File: src/hdl/indexed_list_insert_delete_defines.svh
// ----------------------------------------------------------------------------
// indexed list assertion macros
// ----------------------------------------------------------------------------
`ifndef INDEXED_LIST_INSERT_DELETE_DEFINES_SVH
`define INDEXED_LIST_INSERT_DELETE_DEFINES_SVH

// checked only outside reset
`define ILID_ASSERT(lbl, prop, msg) \
    lbl: assert property (@(posedge i_clk) disable iff (!i_rst_n) prop) else $error(msg);

// checked at every edge, reset included
`define ILID_ASSERT_ALWAYS(lbl, prop, msg) \
    lbl: assert property (@(posedge i_clk) prop) else $error(msg);

`endif

File: src/hdl/ilid_pkg.sv
// ----------------------------------------------------------------------------
// ilid_pkg
// shared types and constants of the indexed list block
// ----------------------------------------------------------------------------
package ilid_pkg;

    localparam int DATA_W       = 32;
    localparam int CMD_W        = 3;
    localparam int POS_W        = 8;
    localparam int STAT_W       = 2;
    localparam int IN_TDATA_W   = 48;
    localparam int CAPACITY_DEF = 64;

    typedef enum logic [CMD_W-1:0] {
        CMD_READ      = 3'd0,
        CMD_INS_HEAD  = 3'd1,
        CMD_INS_TAIL  = 3'd2,
        CMD_INS_AT    = 3'd3,
        CMD_DELETE    = 3'd4
    } t_cmd;

    typedef enum logic [STAT_W-1:0] {
        ST_DONE  = 2'd0,
        ST_RANGE = 2'd1,
        ST_FULL  = 2'd2
    } t_status;

    // broadcast to every cell
    typedef struct packed {
        logic ins;
        logic del;
        logic rd;
    } t_cell_ctl;

endpackage

File: src/hdl/ilid_cell.sv
// ----------------------------------------------------------------------------
// ilid_cell
// one list slot: shifts up on insert, down on delete, drives its value on read
// ----------------------------------------------------------------------------
module ilid_cell #(
    parameter int IDX = 0,
    parameter int PW  = 7
) (
    input  logic                        i_clk,
    input  ilid_pkg::t_cell_ctl         i_ctl,
    input  logic [PW-1:0]               i_pos,
    input  logic [ilid_pkg::DATA_W-1:0] i_value,
    input  logic [ilid_pkg::DATA_W-1:0] i_left,
    input  logic [ilid_pkg::DATA_W-1:0] i_right,
    output logic [ilid_pkg::DATA_W-1:0] o_val,
    output logic [ilid_pkg::DATA_W-1:0] o_rd
);

    localparam logic [PW-1:0] MY_IDX = PW'(IDX);

    logic [ilid_pkg::DATA_W-1:0] r_val;
    logic [ilid_pkg::DATA_W-1:0] n_val;

    always_comb begin
        n_val = r_val;
        if (i_ctl.ins) begin
            if (MY_IDX > i_pos) begin
                n_val = i_left;
            end else if (MY_IDX == i_pos) begin
                n_val = i_value;
            end
        end else if (i_ctl.del && (MY_IDX >= i_pos)) begin
            n_val = i_right;
        end
    end

    always_ff @(posedge i_clk) begin
        r_val <= n_val;
    end

    assign o_val = r_val;
    assign o_rd  = (i_ctl.rd && (MY_IDX == i_pos)) ? r_val : '0;

endmodule

File: config.mk
export PLATFORM = sky130hd
export DESIGN_NAME = ilid_cell
export DESIGN_NICKNAME = d
export VERILOG_FILES = /design/src/hdl/indexed_list_insert_delete_defines.svh /design/src/hdl/ilid_pkg.sv /design/src/hdl/ilid_cell.sv
export SDC_FILE = /design/constraint.sdc
export NUM_CORES = 1
export LEC_CHECK = 0
export ABC_AREA = 1
export BUFFER_PORTS_ARGS = -buffer_cell sky130_fd_sc_hd__buf_2
export CORE_MARGIN = 2
export CORE_UTILIZATION = 33
export CTS_CLUSTER_DIAMETER = 40
export CTS_CLUSTER_SIZE = 8
export DETAILED_ROUTE_END_ITERATION = 8
export HOLD_SLACK_MARGIN = 0.12
export PLACE_DENSITY_LB_ADDON = 0.2
export SKIP_LAST_GASP = 1
export SYNTH_ARGS = -nofsm -noshare
export SYNTH_HDL_FRONTEND = slang
export SYNTH_SLANG_ARGS = --single-unit
File: constraint.sdc
create_clock -name i_clk -period 2.23 [get_ports i_clk]
set_clock_uncertainty 0.2 [all_clocks]
set_input_delay 0.1115 -clock i_clk [delete_from_list [all_inputs] [get_ports i_clk]]
set_output_delay 0.1115 -clock i_clk [all_outputs]
set_load 0.05 [all_outputs]
* Word-level counts from Yosys, hierarchy flattened
Index checks and enable logic that the tools add are counted.
Widths: inputs -> output; s select.
** Word-level totals
- Register bits :: 32
- Input bits :: 107
- Output and inout bits :: 64
- Word-level logic and storage cells :: 14
** Cells by class
- Magnitude comparators :: 2
- Equality and inequality tests :: 1
- Mux-type cells :: 5
- Reductions and logical operators :: 5
** Operators with widths (number)
- $mux 32 :: 5
- $ge 1x7->1 const A :: 1
- $gt 1x7->1 const A :: 1
- $logic_not 7->1 :: 1
- $ne 3x1->1 const B :: 1
- $logic_and 1x1->1 :: 2
- $reduce_and 2->1 :: 1
- $reduce_bool 2->1 :: 1

* Logic depth before layout (Yosys ltp)
- Depth after elaboration :: 4
- Depth in mapped cells :: 6
- Mapped depth without buffers :: 5

* Worst setup path after synthesis
OpenSTA, ideal clock, no wires.
- Path kind :: input port to flip-flop
- From :: in i_pos[2]
- To :: reg r_val, in the netlist o_val[0] (enable)
- Library setup time :: 0.421 ns
- Arrival time :: 1.781 ns
- Required time :: 1.609 ns
- Path slack :: -0.173 ns
- Cell stages on the path :: 5
- Buffers on the path :: 0
- Path through :: inv_1 -> nand2_1 -> nor2_2 -> nand2_1 -> nor2_1
** On the way
- Longest elaborated chain between the ends :: 4
- Elaborated cells on any way between the ends :: 7
- Those cells by class :: 2 x order compare; 1 x eq/ne; 4 x reduce/logical
** Ends and longest elaborated chain
- start: declaration :: RTL line ilid_cell.sv:11 : input logic [PW-1:0] i_pos,
- $ge 1x7->1 :: RTL line ilid_cell.sv:32 : end else if (i_ctl.del && (MY_IDX >= i_pos)) begin
- $logic_and 1x1->1 :: RTL line ilid_cell.sv:32
- $reduce_bool 2->1 (no source line)
- $reduce_and 2->1 (no source line) *
- end signal: assignment :: RTL line ilid_cell.sv:38 : r_val <= n_val;
- end: declaration :: RTL line ilid_cell.sv:21 : logic [ilid_pkg::DATA_W-1:0] r_val;
Mark *: on every way between the ends. The rest lies on a longest branch, timed or not.
A chain may end at the register's enable or synchronous reset.

* Final worst setup path
- From :: in i_ctl[2] in the netlist's numbering
- To :: reg r_val, in the netlist o_val[15] (data pin)
** On the way
- Longest elaborated chain between the ends :: 1
** Ends and longest elaborated chain
- start: declaration :: RTL line ilid_cell.sv:10 : input ilid_pkg::t_cell_ctl i_ctl,
- $mux 32 :: RTL line ilid_cell.sv:26 : if (i_ctl.ins) begin
- via n_val, one bit :: RTL line ilid_cell.sv:22 : logic [ilid_pkg::DATA_W-1:0] n_val;
The timed path passes the listed nets, and every way through them passes these cells.

==> impl_metrics.ini <==
[status]
status = completed

[grt]
grt_pass1_vias = 1806
grt_max_degree = 21
grtUsageTotal_pct = 16.45
grt_pass1_wl_um = 7900
grt.overflow.total = 0
antenna_found_initial = 0

[sta]
fmax_ghz = 0.5563
finalSetupViolations = 0
hold_viol = 0
worstMarginPinSlew_ns = 0.4652
rsz0062_at_grt = false
slew_headroom_pct = 68.99
slew_viol_final = 0
tns_ns = 0
period_share_pct = 80.61
fin_hold_ws_ns = 0.2529
min_period_ns = 1.798

[finish]
final.fill_count = 450
nets = 463
syn2layout_area_growth_pct = 80.95
drive_gt1_share_pct = 59.66
layout_common_cells = buf_2, dlygate4sd3_1, inv_1
largest_reg_flops = 32
final_common_cell = buf_2
diodes = 0

[yosys]
synth_top_area_cell = edfxtp_1
avgSynthCellArea_um2 = 12.13
ys_seq_elements = 32
synth_fp_nets = 257
yosysWarnings = 0
synth_cell_type_count = 10
synth_top_area_share_pct = 52.82
syn_area_um2 = 1819
synthCells = 150
synth_area_leaders = edfxtp_1, mux2_2, nor2_2
synth-seq-area-share_pct = 52.82

[floorplanning]
die_w_um = 78.25
num_rows = 27
io_pins = 171
fp.dieH_um = 78.25
initial_utilization_pct = 33.66
die_area_um2 = 6123
coreArea_um2 = 5405

[hold_path]
hold_path_class = primary input to flip-flop
min_path_cells = 4

[clocking]
clk_path_buf_depth = 2
numCtsBuffers = 5
cts_tree = yes
clk_pin_slew_worst_paths_ns = 0.07
ctsResizeCount = 0
root_buffer = clkbuf_8
clock_sinks = 32
htree_levels = 2

[power]
p_leak_uw = 0.001644
cellPowerDensity_nw_per_um2 = 412.6
ir_worst_vdd_mv = 0.2830

[critical_path]
crit_slowest_cell = dlygate4sd3_1
critPathMaxFanout = 20
crit_chain = buf_2 > buf_12 > mux2_2 > dlygate4sd3_1
worstPathRequired_ns = 2.05
cp-start-kind = primary input
slowest_delay_ns = 0.56
arrival_ns = 1.62
critical_path_class = primary input to flip-flop
end_kind = flip-flop

[route]
routed_wl_um = 4945
vias = 1786
drt_first_pass_iters = 4
drc_errors = 0
vias_per_cell = 4.163
post_drt_wl_per_cell_um = 11.53
first_iter_violations = 27
ant_nets = 0

[placement]
place_congestion = 0.7344
io_buffers = 138
dp_hpwl_um = 3196

[flow_run]
max-cap-violations = 0
[layout make-up]
class / count / area, µm² / share of cell area, %
clock buffers: 7 / 76.32 / 2.319
inverters: 38 / 142.6 / 4.333
repair buffers: 206 / 1374 / 41.73
well taps: 72 / 90.09 / 2.737
clock inverters: 1 / 3.754 / 0.1140
multi-input cells: 73 / 644.4 / 19.57
flip-flops and latches: 32 / 960.9 / 29.19
[metal layers]
layer  global-route usage (%)  up-vias  wire [µm]
li1                         -      882          -
met1                    16.08      802       1827
met2                    31.21       90       2575
met3                    5.977       12        429
met4                    6.491        0        113
met5                        0        -          0
[critical path, delay by kind of cell]
family,cells,cell delay [ns]
buffers and inverters,3,1.16
muxes,1,0.34
[logic make-up (layout without fill, tap and decap cells)]
kind of cell / Yosys count / in the layout / share of synthesized area (%)
AND/OR/NAND/NOR: 41 / 41 / 14.17
flip-flops: 32 / 32 / 52.82
multiplexers: 32 / 32 / 20.84
buffers and inverters: 45 / 252 / 12.17
[through the flow]
step	worst slack (ns)	cells	area (µm²)	total power [µW]	util, %
after floorplan	0.3480	150	1822	776.6	-
after global placement	0.4629	357	2571	844.7	47.57
after detailed placement	0.4434	357	2571	848.8	47.57
after CTS	0.4149	429	3292	1372	60.90
after global routing	0.3174	429	3292	1429	60.90
final	0.4323	429	3292	1358	60.90
[where the power goes]
part           internal, µW  switching (µW)
clock network           217             198
logic                   190            81.8
registers               670            1.52
[path summary, 6_finish.rpt]
path / startpoint / to / slack (ns)
worst min-delay path: i_ctl[1] / o_val[3] / 0.25
worst max-delay path: i_ctl[2] / o_val[15] / 0.43
[synthesized netlist by cell type]
cell type,count
nand3_4,1
nor2_2,30
nor2_1,4
edfxtp_1,32
mux2_4,5
nand2_1,4
inv_1,38
buf_6,7
nor2_4,2
mux2_2,27
[repair_timing]
item                      in CTS  in global routing
hold endpoints to repair      32                  0
hold buffers                  64                  0
setup buffers                  0                  0
No activity file was read; power rests on OpenSTA's default activity.
